===== config.mk =====
export PLATFORM = sky130hd
export DESIGN_NAME = sfb_parse
export DESIGN_NICKNAME = d
export VERILOG_FILES = /design/src/hw/rtl/sfb_pkg.sv /design/src/hw/rtl/sfb_parse.sv
export SDC_FILE = /design/constraint.sdc
export NUM_CORES = 1
export LEC_CHECK = 0
export ABC_CLOCK_PERIOD_IN_PS = 7030
export BUFFER_PORTS_ARGS = -buffer_cell sky130_fd_sc_hd__buf_2
export CAP_MARGIN = 25
export CORE_AREA = 2 2 117 119
export DETAILED_ROUTE_END_ITERATION = 8
export DIE_AREA = 0 0 119 121
export PLACE_DENSITY = 0.77
export SYNTH_ARGS = -nofsm -noshare
export SYNTH_HDL_FRONTEND = slang
export SYNTH_SLANG_ARGS = --single-unit

===== constraint.sdc =====
create_clock -name clk -period 7.03 [get_ports clk]
set_input_delay 0.3515 -clock clk [delete_from_list [all_inputs] [get_ports clk]]
set_output_delay 0.3515 -clock clk [all_outputs]
set_load 0.005 [all_outputs]

===== src/hw/rtl/sfb_pkg.sv =====
// Shared types, protocol codes and sizing helpers for the serial file block server.
`default_nettype none

package sfb_pkg;

    // Protocol bytes
    localparam logic [7:0] CODE_OPEN     = 8'h8A;
    localparam logic [7:0] CODE_BLOCK    = 8'h97;
    localparam logic [7:0] CODE_ACK      = 8'hC8;
    localparam logic [7:0] HDR_NOT_FOUND = 8'hFF;
    localparam logic [7:0] HDR_MACHINE   = 8'h02;
    localparam logic [7:0] PAD_CHAR      = 8'h20;

    // Block geometry: 128 data bytes, read as 16 rows of 8 bytes
    localparam int BLOCK_BYTES     = 128;
    localparam int ROW_BYTES       = 8;
    localparam int BLOCK_ROWS      = BLOCK_BYTES / ROW_BYTES;
    localparam int IMAGE_BYTES_DEF = 65536;
    localparam int CALC_W          = 24;

    // Reply kinds handed from the parser to the reply sequencer
    localparam logic [1:0] RPL_ECHO  = 2'd0;
    localparam logic [1:0] RPL_NAME  = 2'd1;
    localparam logic [1:0] RPL_BLOCK = 2'd2;

    // Configuration register indexes
    localparam int REG_IDX_W = 2;
    localparam logic [REG_IDX_W-1:0] REG_IMAGE_NAME    = 2'd0;
    localparam logic [REG_IDX_W-1:0] REG_IMAGE_SIZE    = 2'd1;
    localparam logic [REG_IDX_W-1:0] REG_IMAGE_PRESENT = 2'd2;

    localparam logic [63:0] NAME_RESET = 64'h2020202020202020;

    typedef struct packed {
        logic        func;
        logic [7:0]  byte_value;
        logic [15:0] load_address;
    } in_item_t;

    typedef struct packed {
        logic [63:0] tx_bytes;
        logic [3:0]  tx_count;
        logic        last;
    } out_item_t;

    typedef struct packed {
        logic        valid;
        logic [1:0]  kind;
        logic [7:0]  echo_byte;
        logic        found;
        logic [15:0] block;
    } reply_cmd_t;

    typedef struct packed {
        logic        en;
        logic [15:0] addr;
        logic [7:0]  data;
    } store_wr_t;

    // Number of 8-byte rows needed for an image of the given size
    function automatic int image_rows(input int bytes);
        return (bytes + ROW_BYTES - 1) / ROW_BYTES;
    endfunction

    // Address bits for a memory of the given depth, at least one
    function automatic int addr_bits(input int depth);
        return (depth > 1) ? $clog2(depth) : 1;
    endfunction

endpackage

`default_nettype wire


===== src/hw/rtl/sfb_parse.sv =====
// Request parser: tracks the link protocol and issues reply commands and store writes.
`default_nettype none

module sfb_parse (
    input  wire logic                clk,
    input  wire logic                rst_n,
    input  wire logic                accept,
    input  wire sfb_pkg::in_item_t   in_data,
    input  wire logic [63:0]         image_name,
    input  wire logic                image_present,
    output sfb_pkg::reply_cmd_t      cmd,
    output sfb_pkg::store_wr_t       store_wr
);
    import sfb_pkg::*;

    localparam logic [1:0] PH_IDLE  = 2'd0;
    localparam logic [1:0] PH_NAME  = 2'd1;
    localparam logic [1:0] PH_BLOCK = 2'd2;

    logic [1:0]  phase_reg, phase_next;
    logic [3:0]  cnt_reg, cnt_next;
    logic [7:0]  xor_reg, xor_next;
    logic [63:0] name_reg, name_next;
    logic [15:0] blk_reg, blk_next;
    logic        open_reg, open_next;
    logic [7:0]  b;
    logic        found;

    assign b     = in_data.byte_value;
    assign found = image_present && (name_reg[7:0] != 8'h00) &&
                   (name_reg != {8{PAD_CHAR}}) && (name_reg == image_name);

    // Step the protocol on each accepted transaction
    always_comb
    begin
        phase_next = phase_reg;
        cnt_next   = cnt_reg;
        xor_next   = xor_reg;
        name_next  = name_reg;
        blk_next   = blk_reg;
        open_next  = open_reg;
        cmd        = '0;
        store_wr   = '0;

        if (accept)
        begin
            if (in_data.func)
            begin
                store_wr.en   = 1'b1;
                store_wr.addr = in_data.load_address;
                store_wr.data = b;
            end
            else
            begin
                case (phase_reg)
                    PH_NAME:
                    begin
                        xor_next = xor_reg ^ b;
                        if (cnt_reg < 4'd8)
                        begin
                            name_next[{cnt_reg[2:0], 3'b000} +: 8] = b;
                            cnt_next = cnt_reg + 4'd1;
                        end
                        else
                        begin
                            phase_next = PH_IDLE;
                            cnt_next   = 4'd0;
                            if (xor_next == 8'h00)
                            begin
                                open_next = found;
                                cmd.valid = 1'b1;
                                cmd.kind  = RPL_NAME;
                                cmd.found = found;
                            end
                        end
                    end
                    PH_BLOCK:
                    begin
                        xor_next = xor_reg ^ b;
                        if (cnt_reg < 4'd2)
                        begin
                            blk_next = {blk_reg[7:0], b};
                            cnt_next = cnt_reg + 4'd1;
                        end
                        else
                        begin
                            phase_next = PH_IDLE;
                            cnt_next   = 4'd0;
                            if (xor_next == 8'h00)
                            begin
                                cmd.valid = 1'b1;
                                cmd.kind  = RPL_BLOCK;
                                cmd.block = blk_reg;
                            end
                        end
                    end
                    default:
                    begin
                        // Idle: echo the request code and pick the next phase
                        cnt_next = 4'd0;
                        xor_next = 8'h00;
                        if (b == CODE_OPEN)
                        begin
                            open_next  = 1'b0;
                            name_next  = '0;
                            phase_next = PH_NAME;
                        end
                        else if ((b == CODE_BLOCK) && open_reg)
                        begin
                            blk_next   = '0;
                            phase_next = PH_BLOCK;
                        end
                        else
                        begin
                            phase_next = PH_IDLE;
                        end
                        cmd.valid     = 1'b1;
                        cmd.kind      = RPL_ECHO;
                        cmd.echo_byte = b;
                    end
                endcase
            end
        end
    end

    always_ff @(posedge clk or negedge rst_n)
    begin
        if (!rst_n)
        begin
            phase_reg <= PH_IDLE;
            cnt_reg   <= '0;
            xor_reg   <= '0;
            name_reg  <= '0;
            blk_reg   <= '0;
            open_reg  <= 1'b0;
        end
        else
        begin
            phase_reg <= phase_next;
            cnt_reg   <= cnt_next;
            xor_reg   <= xor_next;
            name_reg  <= name_next;
            blk_reg   <= blk_next;
            open_reg  <= open_next;
        end
    end

endmodule

`default_nettype wire


==> impl_metrics.py <==
metrics = {
    "outcome": {
        "status": "completed",
    },
    "detailed_routing": {
        "drtAntennaViolNets": 0,
        "wirelength_um": 18300,
        "drtPass1Iterations": 5,
        "initialDrtViolationCount": 461,
        "routedWlPerCell_um": 19.7,
        "drc": 0,
        "vias_per_cell": 5.88,
        "vias": 5452,
    },
    "final_layout": {
        "layout_commonest_cell": "buf_2",
        "layout_common_cells": "buf_2 (144), dfrtp_1 (95), nand2_1 (73)",
        "syn_to_final_growth_pct": 19.0,
        "largest_reg_flops": 64,
        "final_nets": 845,
        "drive_above_1_share": 0.246,
        "antenna_cells": 0,
    },
    "place": {
        "gp_congestion": 0.897,
        "port_buffers": 145,
        "dp_hpwl_um": 13200,
    },
    "cts": {
        "cts_htree_levels": 3,
        "root_buffer": "clkbuf_16",
        "cts_tree": "done",
        "numCtsBuffers": 9,
        "clk_latency_ns": 0.35,
        "cts.sink_count": 95,
        "cts_setup_buffers": 0,
        "ctsLongestPathBuffers": 2,
        "clkTransAtPathRegs_ns": 0.06,
    },
    "yosys": {
        "yosysSeqAreaShare": 0.409,
        "yosys_warnings": 0,
        "synth-seq-cells": 95,
        "synth.avg_cell_area_um2": 9.36,
        "async_flop_share": 1.00,
        "syn-num-nets": 720,
        "syn-cell-area_mm2": 0.00581,
        "synthCells": 621,
        "synth.distinct_cells": 62,
        "synth_enable_flop_cells": 0,
        "synthFlopType": "dfrtp_1",
    },
    "worst_setup_path": {
        "cp_num_buf_inv": 2,
        "critPathMaxFanout": 51,
        "start_kind": "flip-flop",
        "endpoint_kind": "flip-flop",
        "critPathMaxStageDelay_ns": 1.03,
        "cp_cell_sequence": "inv_1 > ha_1 > clkinv_1 > a31o_4 > nand2_2 > a21o_1 > mux2_4",
        "cp_top_family": "buffers and inverters",
        "required_ns": 7.26,
        "critPathKind": "flip-flop to flip-flop",
        "crit_slowest_cell": "clkinv_1",
        "critical_path_arrival_ns": 4.52,
    },
    "power_and_ir_drop": {
        "power_frac_clock": 0.404,
        "worst_ir_drop_vdd_mv": 0.101,
        "combinationalPowerShare": 0.103,
        "leakage_uw": 0.00323,
        "p_sw_frac": 0.245,
        "power.switching_uw": 275,
        "p_int_uw": 848,
        "powerDensity_mw_per_mm2": 162,
        "pwr-share-seq": 0.493,
    },
    "floorplanning": {
        "core-area_mm2": 0.0131,
        "dieArea_mm2": 0.0144,
        "die_height_um": 121,
        "rows": 42,
        "start_util": 0.444,
        "die_w_um": 119,
        "ioPinCount": 146,
    },
    "sta": {
        "grt_setup_unrepaired": "no",
        "post-route-period-util": 0.611,
        "setup_tns_ns": 0,
        "fin_skew_ns": 0.00699,
        "hold_viol_final": 0,
        "setup_viol": 0,
        "worstMarginPinSlew_ns": 1.05,
        "slew_violations": 0,
        "holdWs_ns": 0.472,
        "fin_crit_ns": 4.29,
        "max_slew_margin": 0.296,
        "fmax_mhz": 233,
    },
    "global_routing": {
        "grt_max_degree": 66,
        "antenna_found_initial": 0,
        "grt_pass1_vias": 5380,
        "grt_pass1_wl_um": 28400,
        "grt_usage": 0.256,
        "grt_overflow": 0,
    },
    "worst_hold_path": {
        "holdCritPathClass": "input pin to flip-flop",
    },
    "run": {
        "maxCapViolations": 0,
    },
}
## final timing paths
kind,startpoint,end,slack (ns),cells past startpoint
worst max-delay path,phase_reg[1],name_reg[43],2.74,7
worst max register to register,phase_reg[1],name_reg[43],2.74,7
min in group asynchronous,rst_n,name_reg[17],0.49,2
worst min-delay path,in_data[22],name_reg[54],0.47,3
max in group asynchronous,rst_n,blk_reg[15],5.37,3
worst min register to register,blk_reg[12],blk_reg[12],0.49,1
## power by group through the flow
stage	combinational (uW)	clock, uW	sequential [uW]
floorplan	48.2	0	563
global placement	114	0	564
detailed placement	115	0	564
CTS	116	457	554
global route	126	479	554
finish	116	454	554
## kinds of logic after synthesis
logic type / share of synthesized area
buffers and inverters: 0.0368
and+or+nand+nor: 0.241
xor gates and xnor gates: 0.0874
DFF: 0.409
adders and majority gates: 0.0129
muxes: 0.0245
AOI/OAI and AO/OA: 0.188
## cells in the mapped netlist, drive strengths merged, types with 5 or more instances
cell type	instances	area, um^2
nor2	13	58.8
mux2	11	143
and3	32	200
buf	10	52.6
a22oi	14	105
nor4	16	113
clkbuf	24	90.1
dfrtp	95	2380
nor2b	20	125
o22ai	5	31.3
and2	22	138
ha	6	75.1
nor3	13	75.1
nand2b	13	81.3
nand4	14	87.6
a22o	35	307
nor4b	10	103
nand2	74	280
xnor2	31	272
o21ai	45	225
xor2	27	236
a2bb2oi	12	105
a21oi	10	50.1
nand3	7	40.0
inv	18	67.6
## worst min-delay path, cell delays in order
cell	delay (ns)
buf_2	0.22
nand2_1	0.09
o21ai_0	0.08
## timing repair
action / 4_1_cts / 5_1_grt
resized for setup: 0 / 0
hold buffers: 1 / 0
endpoints found under the hold margin: 30 / 0
## routing by layer
layer  track usage  share of wire  up-vias
met5             0              0        -
met4        0.0938          0.029        0
met3        0.0498          0.090       38
met2         0.415           0.45      281
met1         0.341           0.43     2617
li1              -              -     2516
## cell type report
cell class | instances | area, um^2
Sequential cell | 95 | 2380
Fill cell | 1244 | 6170
Timing Repair Buffer | 148 | 753
Inverter | 19 | 71.3
Multi-Input combinational cell | 473 | 3220
Clock buffer | 13 | 250
Tap cell | 176 | 220
Clock inverter | 3 | 18.8
## metrics by stage
step / utilization / cell area [um^2] / total power (uW) / worst slack (ns) / cells
final: 0.528 / 6920 / 1120 / 2.74 / 927
after CTS: 0.528 / 6920 / 1130 / 2.80 / 927
after global routing: 0.528 / 6920 / 1160 / 2.45 / 927
after floorplan: - / 5810 / 611 / 4.80 / 621
after detailed placement: 0.507 / 6640 / 679 / 2.83 / 910
after global placement: 0.507 / 6640 / 678 / 2.95 / 910
No activity file was read; power rests on OpenSTA's default activity.
