## src/hw/rtl/sfb_pkg.sv

```systemverilog
// Shared types, protocol codes and sizing helpers for the serial file block server.
`default_nettype none

package sfb_pkg;

    // Protocol bytes
    localparam logic [7:0] CODE_OPEN     = 8'h8A;
    localparam logic [7:0] CODE_BLOCK    = 8'h97;
    localparam logic [7:0] CODE_ACK      = 8'hC8;
    localparam logic [7:0] HDR_NOT_FOUND = 8'hFF;
    localparam logic [7:0] HDR_MACHINE   = 8'h02;
    localparam logic [7:0] PAD_CHAR      = 8'h20;

    // Block geometry: 128 data bytes, read as 16 rows of 8 bytes
    localparam int BLOCK_BYTES     = 128;
    localparam int ROW_BYTES       = 8;
    localparam int BLOCK_ROWS      = BLOCK_BYTES / ROW_BYTES;
    localparam int IMAGE_BYTES_DEF = 65536;
    localparam int CALC_W          = 24;

    // Reply kinds handed from the parser to the reply sequencer
    localparam logic [1:0] RPL_ECHO  = 2'd0;
    localparam logic [1:0] RPL_NAME  = 2'd1;
    localparam logic [1:0] RPL_BLOCK = 2'd2;

    // Configuration register indexes
    localparam int REG_IDX_W = 2;
    localparam logic [REG_IDX_W-1:0] REG_IMAGE_NAME    = 2'd0;
    localparam logic [REG_IDX_W-1:0] REG_IMAGE_SIZE    = 2'd1;
    localparam logic [REG_IDX_W-1:0] REG_IMAGE_PRESENT = 2'd2;

    localparam logic [63:0] NAME_RESET = 64'h2020202020202020;

    typedef struct packed {
        logic        func;
        logic [7:0]  byte_value;
        logic [15:0] load_address;
    } in_item_t;

    typedef struct packed {
        logic [63:0] tx_bytes;
        logic [3:0]  tx_count;
        logic        last;
    } out_item_t;

    typedef struct packed {
        logic        valid;
        logic [1:0]  kind;
        logic [7:0]  echo_byte;
        logic        found;
        logic [15:0] block;
    } reply_cmd_t;

    typedef struct packed {
        logic        en;
        logic [15:0] addr;
        logic [7:0]  data;
    } store_wr_t;

    // Number of 8-byte rows needed for an image of the given size
    function automatic int image_rows(input int bytes);
        return (bytes + ROW_BYTES - 1) / ROW_BYTES;
    endfunction

    // Address bits for a memory of the given depth, at least one
    function automatic int addr_bits(input int depth);
        return (depth > 1) ? $clog2(depth) : 1;
    endfunction

endpackage

`default_nettype wire

```

## src/hw/rtl/sfb_reply.sv

```systemverilog
// Reply sequencer: builds echo, header and block replies and drives the output register.
`default_nettype none

module sfb_reply #(
    parameter int IMAGE_BYTES = sfb_pkg::IMAGE_BYTES_DEF
) (
    input  wire logic                    clk,
    input  wire logic                    rst_n,
    input  wire sfb_pkg::reply_cmd_t     cmd,
    input  wire logic [16:0]             image_size,
    output logic                         rd_en,
    output logic [sfb_pkg::addr_bits(sfb_pkg::image_rows(IMAGE_BYTES))-1:0] rd_row,
    input  wire logic [63:0]             rd_data,
    output logic                         busy,
    output logic                         out_valid,
    input  wire logic                    out_stall,
    output sfb_pkg::out_item_t           out_data
);
    import sfb_pkg::*;

    localparam int ROW_W = addr_bits(image_rows(IMAGE_BYTES));

    localparam logic [1:0] ST_IDLE   = 2'd0;
    localparam logic [1:0] ST_PEND   = 2'd1;
    localparam logic [1:0] ST_SETUP  = 2'd2;
    localparam logic [1:0] ST_STREAM = 2'd3;

    localparam logic [4:0] LAST_RESULT = 5'(BLOCK_ROWS);
    localparam logic [4:0] LAST_ROW    = 5'(BLOCK_ROWS - 1);

    logic [1:0]       st_reg, st_next;
    out_item_t        pend_reg, pend_next;
    logic [15:0]      blk_reg, blk_next;
    logic [7:0]       cnt_reg, cnt_next;
    logic [4:0]       k_reg, k_next;
    logic [ROW_W-1:0] row_reg, row_next;
    logic [15:0]      carry_reg, carry_next;
    logic [7:0]       xor_reg, xor_next;
    logic             out_valid_reg, out_valid_next;
    out_item_t        out_data_reg, out_data_next;

    logic             out_free;
    logic             load;
    out_item_t        word;
    out_item_t        single;
    logic [7:0]       hdr;
    logic [15:0]      num;
    logic [CALC_W-1:0] start, size_in, size_lim, size, rem;
    logic [7:0]       count;
    logic [7:0]       md [ROW_BYTES];
    logic [7:0]       row_xor;

    assign out_free = !out_valid_reg || !out_stall;

    // Single-result replies: echo byte or name header
    always_comb
    begin
        hdr    = cmd.found ? HDR_MACHINE : HDR_NOT_FOUND;
        single = '0;
        single.last = 1'b1;
        if (cmd.kind == RPL_NAME)
        begin
            single.tx_bytes = {32'h0, hdr, 8'h00, hdr, CODE_ACK};
            single.tx_count = 4'd4;
        end
        else
        begin
            single.tx_bytes = {56'h0, cmd.echo_byte};
            single.tx_count = 4'd1;
        end
    end

    // Block start, clamped size and valid-byte count
    always_comb
    begin
        num      = {1'b0, blk_reg[15:8], 7'b0} | {8'h00, blk_reg[7:0]};
        start    = CALC_W'({num, 7'b0});
        size_in  = CALC_W'(image_size);
        size_lim = CALC_W'(IMAGE_BYTES);
        size     = (size_in > size_lim) ? size_lim : size_in;
        rem      = size - start;
        if (start >= size)
        begin
            count = 8'd0;
        end
        else if (rem > CALC_W'(BLOCK_BYTES))
        begin
            count = 8'(BLOCK_BYTES);
        end
        else
        begin
            count = rem[7:0];
        end
    end

    // Pad row bytes past the valid count with spaces
    always_comb
    begin
        row_xor = 8'h00;
        for (int j = 0; j < ROW_BYTES; j++)
        begin
            md[j]   = ({k_reg[3:0], 3'(j)} < cnt_reg) ? rd_data[8*j +: 8] : PAD_CHAR;
            row_xor = row_xor ^ md[j];
        end
    end

    // Sequence replies
    always_comb
    begin
        st_next    = st_reg;
        pend_next  = pend_reg;
        blk_next   = blk_reg;
        cnt_next   = cnt_reg;
        k_next     = k_reg;
        row_next   = row_reg;
        carry_next = carry_reg;
        xor_next   = xor_reg;
        load       = 1'b0;
        word       = '0;
        rd_en      = 1'b0;
        rd_row     = row_reg;

        case (st_reg)
            ST_IDLE:
            begin
                if (cmd.valid)
                begin
                    if (cmd.kind == RPL_BLOCK)
                    begin
                        blk_next = cmd.block;
                        st_next  = ST_SETUP;
                    end
                    else if (out_free)
                    begin
                        load = 1'b1;
                        word = single;
                    end
                    else
                    begin
                        pend_next = single;
                        st_next   = ST_PEND;
                    end
                end
            end
            ST_PEND:
            begin
                if (out_free)
                begin
                    load    = 1'b1;
                    word    = pend_reg;
                    st_next = ST_IDLE;
                end
            end
            ST_SETUP:
            begin
                cnt_next = count;
                xor_next = count;
                k_next   = 5'd0;
                rd_en    = 1'b1;
                rd_row   = ROW_W'(start >> 3);
                row_next = ROW_W'(start >> 3) + ROW_W'(1);
                st_next  = ST_STREAM;
            end
            default:
            begin
                // Stream: one row of data in hand per result
                if (out_free)
                begin
                    load = 1'b1;
                    if (k_reg == LAST_RESULT)
                    begin
                        word.tx_bytes = {40'h0, xor_reg, carry_reg};
                        word.tx_count = 4'd3;
                        word.last     = 1'b1;
                        st_next       = ST_IDLE;
                    end
                    else
                    begin
                        if (k_reg == 5'd0)
                        begin
                            word.tx_bytes = {md[5], md[4], md[3], md[2], md[1], md[0],
                                             cnt_reg, CODE_ACK};
                        end
                        else
                        begin
                            word.tx_bytes = {md[5], md[4], md[3], md[2], md[1], md[0],
                                             carry_reg};
                        end
                        word.tx_count = 4'd8;
                        word.last     = 1'b0;
                        carry_next    = {md[7], md[6]};
                        xor_next      = xor_reg ^ row_xor;
                        k_next        = k_reg + 5'd1;
                        if (k_reg < LAST_ROW)
                        begin
                            rd_en    = 1'b1;
                            row_next = row_reg + ROW_W'(1);
                        end
                    end
                end
            end
        endcase
    end

    // Output register: load a new result or drop the taken one
    always_comb
    begin
        out_valid_next = out_valid_reg;
        out_data_next  = out_data_reg;
        if (load)
        begin
            out_valid_next = 1'b1;
            out_data_next  = word;
        end
        else if (!out_stall)
        begin
            out_valid_next = 1'b0;
        end
    end

    always_ff @(posedge clk or negedge rst_n)
    begin
        if (!rst_n)
        begin
            st_reg        <= ST_IDLE;
            out_valid_reg <= 1'b0;
        end
        else
        begin
            st_reg        <= st_next;
            out_valid_reg <= out_valid_next;
        end
    end

    always_ff @(posedge clk)
    begin
        pend_reg     <= pend_next;
        blk_reg      <= blk_next;
        cnt_reg      <= cnt_next;
        k_reg        <= k_next;
        row_reg      <= row_next;
        carry_reg    <= carry_next;
        xor_reg      <= xor_next;
        out_data_reg <= out_data_next;
    end

    assign busy      = (st_reg != ST_IDLE);
    assign out_valid = out_valid_reg;
    assign out_data  = out_data_reg;

endmodule

`default_nettype wire

```

## config.mk

```make
export PLATFORM = sky130hd
export DESIGN_NAME = sfb_reply
export DESIGN_NICKNAME = d
export VERILOG_FILES = /design/src/hw/rtl/sfb_pkg.sv /design/src/hw/rtl/sfb_reply.sv
export SDC_FILE = /design/constraint.sdc
export NUM_CORES = 1
export LEC_CHECK = 0
export BUFFER_PORTS_ARGS = -buffer_cell sky130_fd_sc_hd__buf_2
export CAP_MARGIN = 20
export CORE_MARGIN = 5
export CORE_UTILIZATION = 35
export CTS_CLUSTER_DIAMETER = 40
export DETAILED_ROUTE_END_ITERATION = 6
export SYNTH_ARGS = -nofsm -noshare
export SYNTH_HDL_FRONTEND = slang
export SYNTH_SLANG_ARGS = --single-unit
export TNS_END_PERCENT = 20
```

## constraint.sdc

```tcl
create_clock -name clk -period 5 [get_ports clk]
set_input_delay 1 -clock clk [delete_from_list [all_inputs] [get_ports clk]]
set_output_delay 1 -clock clk [all_outputs]
set_load 0.05 [all_outputs]
```

==> impl_metrics.csv, run 1 <==
group,metric,value,unit
grt,grt_max_degree,64,
critical_path,cp.required,5.17,ns
yosys,synth_seq_cells,149,
drt,dr_total_vias,6514,
clock_tree,postCtsSetupBuffers,0,
critical_path,cp-start-kind,"primary input",
yosys,synth_edf_count,146,
critical_path,critical_path_class,"primary input to flip-flop",
cells_and_area,multiInputGateArea,3610,sq um
clock_tree,path_clk_slew,0.06,ns
cells_and_area,nets,1075,
die,initial_utilization,35.6,%
timing,drv_slew,0,
drt,dr.pass1.iters,4,
timing,fin_skew,0.0126,ns
clock_tree,clk_path_buf_depth,2,
cells_and_area,drive_gt1_share,26.9,%
run,cap_violations,0,
yosys,synthCells,751,
drt,drc,0,
yosys,synth.distinct_cells,70,
yosys,synthTopCellsByArea,"edfxtp_1, nand2_1, ha_1",
pwr,vdd_drop_max,0.427,mV
yosys,avgSynthCellArea,11.1,sq um
timing,setup_ws,0.837,ns
clock_tree,cts_made_buffers,17,
timing,fin_tns_setup,0,ns
grt,antenna_found_initial,1,
drt,routed_wl,23800,um
pwr,p_leak,4.42,nW
die,core,23500,sq um
clock_tree,cts.sinks,149,
cells_and_area,largest_reg_flops,69,
critical_path,worstRegToRegCells,8,
yosys,ys_seq_area_share,53.4,%
clock_tree,clk_latency,0.42,ns
worst_hold_path,hp-class,"primary input to asynchronous set/reset pin",
critical_path,crit_arrival,4.33,ns
place,place_worst_setup_slack,0.432,ns
yosys,synthArstFlopShare,2.01,%
pwr,total_power,7.84,mW
grt,grt_pass1_wl,35300,um
yosys,yosysWarningCount,0,
yosys,synth_common_cells,"edfxtp_1, nand2_1, nor2_1",
die,std_cell_rows,56,
critical_path,cp-end-kind,"flip-flop",
clock_tree,clockRootBuffer,"clkbuf_16",
place,dpl.cell_count,1244,
clock_tree,cts_tree,"built",
drt,route.met2.wl,11100,um
drt,viasPerCell,5.11,
drt,met3_length,1850,um
place,hpwl,18500,um
clock_tree,cts_resized,0,
yosys,yosys.area.top_type,"edfxtp_1",
grt,overflow,0,
timing,fin_crit,4.16,ns
cells_and_area,area_growth_syn_to_layout,22.8,%
place,gp_congestion,0.888,
yosys,synthFlopType,"edfxtp_1",
drt,first_iter_violations,393,
timing,setup_violations,0,
timing,finalCritPeriodShare,83.3,%
die,die_area,27000,sq um
timing,max_slew_margin,41.2,%
die,dieHeight,164,um
cells_and_area,fillers,2236,
timing,rsz0062_at_grt,"no",
yosys,synthesis.area,8350,sq um
yosys,synth_nets,882,
drt,highest_layer,"met5",
status,outcome,"complete, no violations",
drt,wl_met1,10500,um
yosys,yosysMostFrequentCell,"edfxtp_1",
die,die_w,164,um
timing,hold_viol,0,
place,port_buffers,196,
cells_and_area,n_antenna_cell,0,
clock_tree,h-tree-depth,4,
timing,max_slew.worst_pin.slew,0.876,ns
drt,antenna_left,0,
grt,grt_use_total,17.3,%
pwr,power_density,765,nW/um^2
yosys,synth_top_cell_area_share,52.5,%
die,io_pins,197,
drt,wl_per_cell,18.6,um
cells_and_area,fin_cells,1275,
timing,fmax,240,MHz
clock_tree,ctsHoldBuffers,0,
critical_path,cp_max_fo,8,
grt,grt_pass1_vias,6274,
timing,hold_ws,0.364,ns
cells_and_area,regArea,4460,sq um
power breakdown:
group	switching, mW	internal, mW
Sequential	0.276	2.16
Combinational	2.92	1.24
Clock	0.521	0.728
Total	3.72	4.13
kinds of logic after synthesis:
group | share of synthesized area [%]
XOR/XNOR | 5.23
multiplexers | 2.44
flip-flops | 53.4
adder cells (fa/ha/maj) | 2.94
AND/OR/NAND/NOR | 18.0
buffers and inverters | 3.54
AO/OA/AOI/OAI | 14.4
worst max-delay path: stages:
cell and delay (ns):
buf_2 0.13, nor4_1 0.36, nand4_1 0.15, o41ai_2 0.25, buf_4 0.19, and2_1 0.12, ha_1 0.27, nor2b_1 0.08
or4_4 0.50, a2111oi_4 0.24, o211ai_1 0.20, a2111oi_4 0.45, a21oi_2 0.13, mux2_2 0.27
per-stage QoR:
stage | area [sq um] | utilization, %
detailed placement | 9690 | 41.3
global placement | 9680 | 41.2
floorplan | 8350 | -
global route | 10300 | 43.7
CTS | 10300 | 43.7
finish | 10300 | 43.7
layout make-up:
type / count / area share (%)
clock buffers: 17 / 4.15
clock inverters: 14 / 1.33
inverters: 41 / 1.50
multi-input cells: 529 / 35.2
flip-flops and latches: 149 / 43.5
well taps: 319 / 3.89
repair buffers: 206 / 10.4
cells in the final DEF (no fill, tap or decap), drive strengths merged, types with 4 or more instances in the layout:
cell type	Yosys	routed
buf	11	206
edfxtp	146	146
nand2	81	81
nor2	50	50
inv	41	43
and2	33	33
nand3	31	31
and3	31	31
o21ai	28	28
xnor2	20	20
ha	18	18
nor2b	17	17
mux2i	17	17
xor2	17	17
clkbuf	21	17
a31oi	16	16
a21oi	15	15
a211o	13	13
o211ai	11	11
a211oi	11	11
nand4	10	10
a21o	9	9
o31ai	8	8
and4	8	8
clkinv	0	8
nand2b	7	7
a221o	6	6
o21a	6	6
nor3	6	6
xnor3	5	5
or3	4	4
o211a	4	4
a21boi	4	4
worst paths after layout:
path | startpoint | endpoint | slack (ns)
max in group asynchronous | rst_n | st_reg[1]$_DFFE_PN0P_ | 4.53
worst max register to register | k_reg[2]$_SDFFCE_PP0P_ | xor_reg[6]$_DFFE_PP_ | 1.39
min in group clk | pend_reg[1]$_DFFE_PP_ | out_data[1]$_DFFE_PP_ | 0.54
worst max-delay path | image_size[3] | xor_reg[7]$_DFFE_PP_ | 0.84
worst min register to register | pend_reg[1]$_DFFE_PP_ | out_data[1]$_DFFE_PP_ | 0.54
worst min-delay path | rst_n | out_valid$_DFFE_PN0P_ | 0.36
layer usage:
layer	track usage, %	vias to the layer above
met5	0	-
met4	4.39	2
met3	4.09	22
met2	28.4	233
met1	23.1	3086
li1	-	3171
No activity file was read; power rests on OpenSTA's default activity.
==> run 2: changes to the inputs <==
- ABC_AREA: unset -> 1
- clock period: 5 -> 3.7 ns (I/O delays scaled with it)
==> run 2 against run 1 <==
Cell area grew 7.7%. Sequential share of layout area fell by 3.1 points. Combinational power up 7.9%. Core utilization up 0.16 points. Worst setup slack got worse by 0.38 ns. Cell count grew 32%. Wire length increased by 8.9%. Power is 17% higher. Critical path depth is 9 higher. Global-route usage increased by 0.44 points. Clock skew about the same. Critical path type unchanged. Critical endpoint is now xor_reg[4]$_DFFE_PP_. Largest power group unchanged. Highest routed layer is now met4.
==> impl_metrics.csv, run 2 <==
group,metric,value,unit
yosys,synthesis.area,8940,sq um
yosys,synthArstFlopShare,2.01,%
cells_and_area,drive_gt1_share,20.0,%
clock_tree,h-tree-depth,4,
clock_tree,cts_tree,"built",
status,outcome,"complete, no violations",
critical_path,crit_arrival,3.54,ns
grt,grt_pass1_wl,40100,um
clock_tree,cts_resized,0,
clock_tree,cts.sinks,149,
place,post_dp_cell_area,10400,sq um
place,port_buffers,196,
timing,hold_viol,0,
clock_tree,postCtsSetupBuffers,0,
die,die_w,170,um
critical_path,r2r-end,"xor_reg[0]$_DFFE_PP_",
drt,dr.pass1.iters,5,
critical_path,worstRegToRegCells,14,
clock_tree,path_clk_slew,0.07,ns
yosys,ys_seq_area_share,49.9,%
critical_path,slowest_delay,0.28,ns
yosys,avgSynthCellArea,7.95,sq um
clock_tree,clockRootBuffer,"clkbuf_16",
timing,setup_violations,0,
run,cap_violations,0,
clock_tree,cts_made_buffers,17,
critical_path,cp_slowest_cell,"fa_1",
timing,max_slew_margin,25.8,%
yosys,synth.distinct_cells,44,
pwr,p_int,4.76,mW
pwr,power_frac_seq,31.3,%
pwr,vdd_drop_max,0.429,mV
critical_path,cp-end-kind,"flip-flop",
yosys,synth_top_cell_area_share,49.0,%
yosys,synthFlopType,"edfxtp_1",
worst_hold_path,hp-class,"primary input to asynchronous set/reset pin",
pwr,clockPowerShare,19.8,%
timing,fin_tns_setup,0,ns
die,core,25200,sq um
yosys,synth_nets,1256,
drt,dr_total_vias,7975,
critical_path,crit_buf_inv,4,
yosys,synth_edf_count,146,
cells_and_area,fillers,2565,
critical_path,critPathLaunch,"image_size[4]",
timing,finalCritPeriodShare,87.8,%
critical_path,cp.required,3.99,ns
die,initial_utilization,35.5,%
drt,drc,0,
critical_path,critical_path_class,"primary input to flip-flop",
critical_path,cp_top_family,"simple AND/OR/NAND/NOR gates",
cells_and_area,multiInputGateArea,3600,sq um
clock_tree,clk_latency,0.42,ns
cells_and_area,final_cell_mix,"nand2_1, inv_1, buf_2",
drt,routed_wl,25900,um
timing,max_slew.worst_pin.slew,1.11,ns
grt,grt_use_total,17.7,%
yosys,yosysMostFrequentCell,"nand2_1",
timing,fin_skew,0.0126,ns
grt,grt_max_degree,51,
critical_path,reg2reg_slack,0.68,ns
critical_path,critPathMostFrequentCell,"nand2_1",
drt,antenna_left,0,
place,hpwl,20700,um
timing,fin_crit,3.25,ns
grt,antenna_found_initial,0,
cells_and_area,fin_cells,1684,
pwr,swShare,48.1,%
cells_and_area,largest_reg_flops,69,
drt,viasPerCell,4.74,
pwr,power_density,832,nW/um^2
cells_and_area,stdcell_area,11000,sq um
yosys,synth_common_cells,"nand2_1, inv_1, edfxtp_1",
pwr,p_leak,5.57,nW
yosys,synth_seq_cells,149,
cells_and_area,nets,1471,
timing,rsz0062_at_grt,"no",
die,die_area,28900,sq um
timing,fmax,308,MHz
pwr,power_frac_comb,48.9,%
die,dieHeight,170,um
critical_path,cp_max_fo,5,
place,dpl.cell_count,1651,
pwr,switchingPower,4.42,mW
cells_and_area,area_growth_syn_to_layout,23.4,%
critical_path,crit_chain,"buf_2 > nor2_1 > nand3_1 > nor2_1 > nand2_1 > nand2_1 > nand2_1 > ha_1 > inv_1 > fa_1 > nand2_1 > nand2_1 > nand2_1 > nand2_1 > nand2_1 > o31ai_1 > nand3_1 > buf_4 > nor2_1 > nand4_1 > nand2_1 > nand2_1 > inv_1",
yosys,synthTopCellsByArea,"edfxtp_1, nand2_1, inv_1",
cells_and_area,layout_commonest_cell,"nand2_1",
die,std_cell_rows,58,
drt,wl_per_cell,15.4,um
clock_tree,clk_path_buf_depth,2,
yosys,yosysWarningCount,0,
timing,drv_slew,0,
drt,first_iter_violations,569,
die,io_pins,197,
critical_path,reg2reg_from,"k_reg[0]$_SDFFCE_PP0P_",
cells_and_area,final_core_util,43.8,%
grt,grt_pass1_vias,7639,
critical_path,cp-start-kind,"primary input",
grt,overflow,0,
critical_path,crit_cells,23,
cells_and_area,regArea,4460,sq um
place,gp_congestion,0.929,
yosys,synthCells,1125,
clock_tree,ctsHoldBuffers,0,
yosys,yosys.area.top_type,"edfxtp_1",
## run 2: changes by cell type in the layout (fill, tap and decap cells not counted), moves of 25 or more
cell / previous run / this run
nand3_1: 31 / 97
and3_1: 31 / 0
inv_1: 41 / 207
and2_1: 31 / 0
nand2_1: 80 / 309
nor2_1: 49 / 127
nand4_1: 10 / 35
## run 2: through the flow
stage	worst slack (ns)	power (mW)	hold WS, ns
2_1_floorplan	0.320	6.27	0.444
3_3_place_gp	0.0373	7.38	0.541
3_5_place_dp	0.0615	7.43	0.546
4_1_cts	0.499	9.26	0.0915
5_1_grt	0.0688	9.76	0.0947
6_report	0.453	9.18	0.104
## run 2: area by class of cell
cell class              count  share of cell area, %
well taps                 330                   3.74
clock buffers              17                   3.85
multi-input cells         743                   32.6
inverters                 212                   7.21
diodes                      1                 0.0227
flip-flops and latches    149                   40.4
clock inverters            15                   1.70
repair buffers            217                   10.4
## run 2: worst max path at each step
stage	endpoint
CTS	xor_reg[1]$_DFFE_PP_
global route	xor_reg[1]$_DFFE_PP_
floorplan	out_data[0]$_DFFE_PP_
global placement	xor_reg[1]$_DFFE_PP_
detailed placement	xor_reg[1]$_DFFE_PP_
finish	xor_reg[4]$_DFFE_PP_
## run 2: power groups by stage
stage               Sequential (mW)  Combinational (mW)  Clock [mW]
global placement               2.91                4.47           0
detailed placement             2.91                4.52           0
floorplan                      4.11                2.16           0
finish                         2.87                4.49        1.82
global route                   2.93                4.89        1.93
CTS                            2.88                4.53        1.86
## run 2: logic make-up (layout without fill, tap and decap cells)
group / after synthesis / after routing / synth area share [%]
compound gates: 94 / 94 / 6.36
xor+xnor: 17 / 17 / 1.66
mux: 1 / 1 / 0.126
fa+ha+maj: 19 / 19 / 2.74
simple gates: 612 / 612 / 29.2
flops: 149 / 149 / 49.9
other cells: 0 / 1 / 0
buf+inv: 233 / 461 / 10.0
## run 2: per-layer routing
layer	wire (um)	vias up	global-route usage, %
met5	0	-	0
met1	11600	3582	23.2
met4	503	0	5.22
li1	-	4111	-
met2	12200	250	30.1
met3	1610	32	3.18
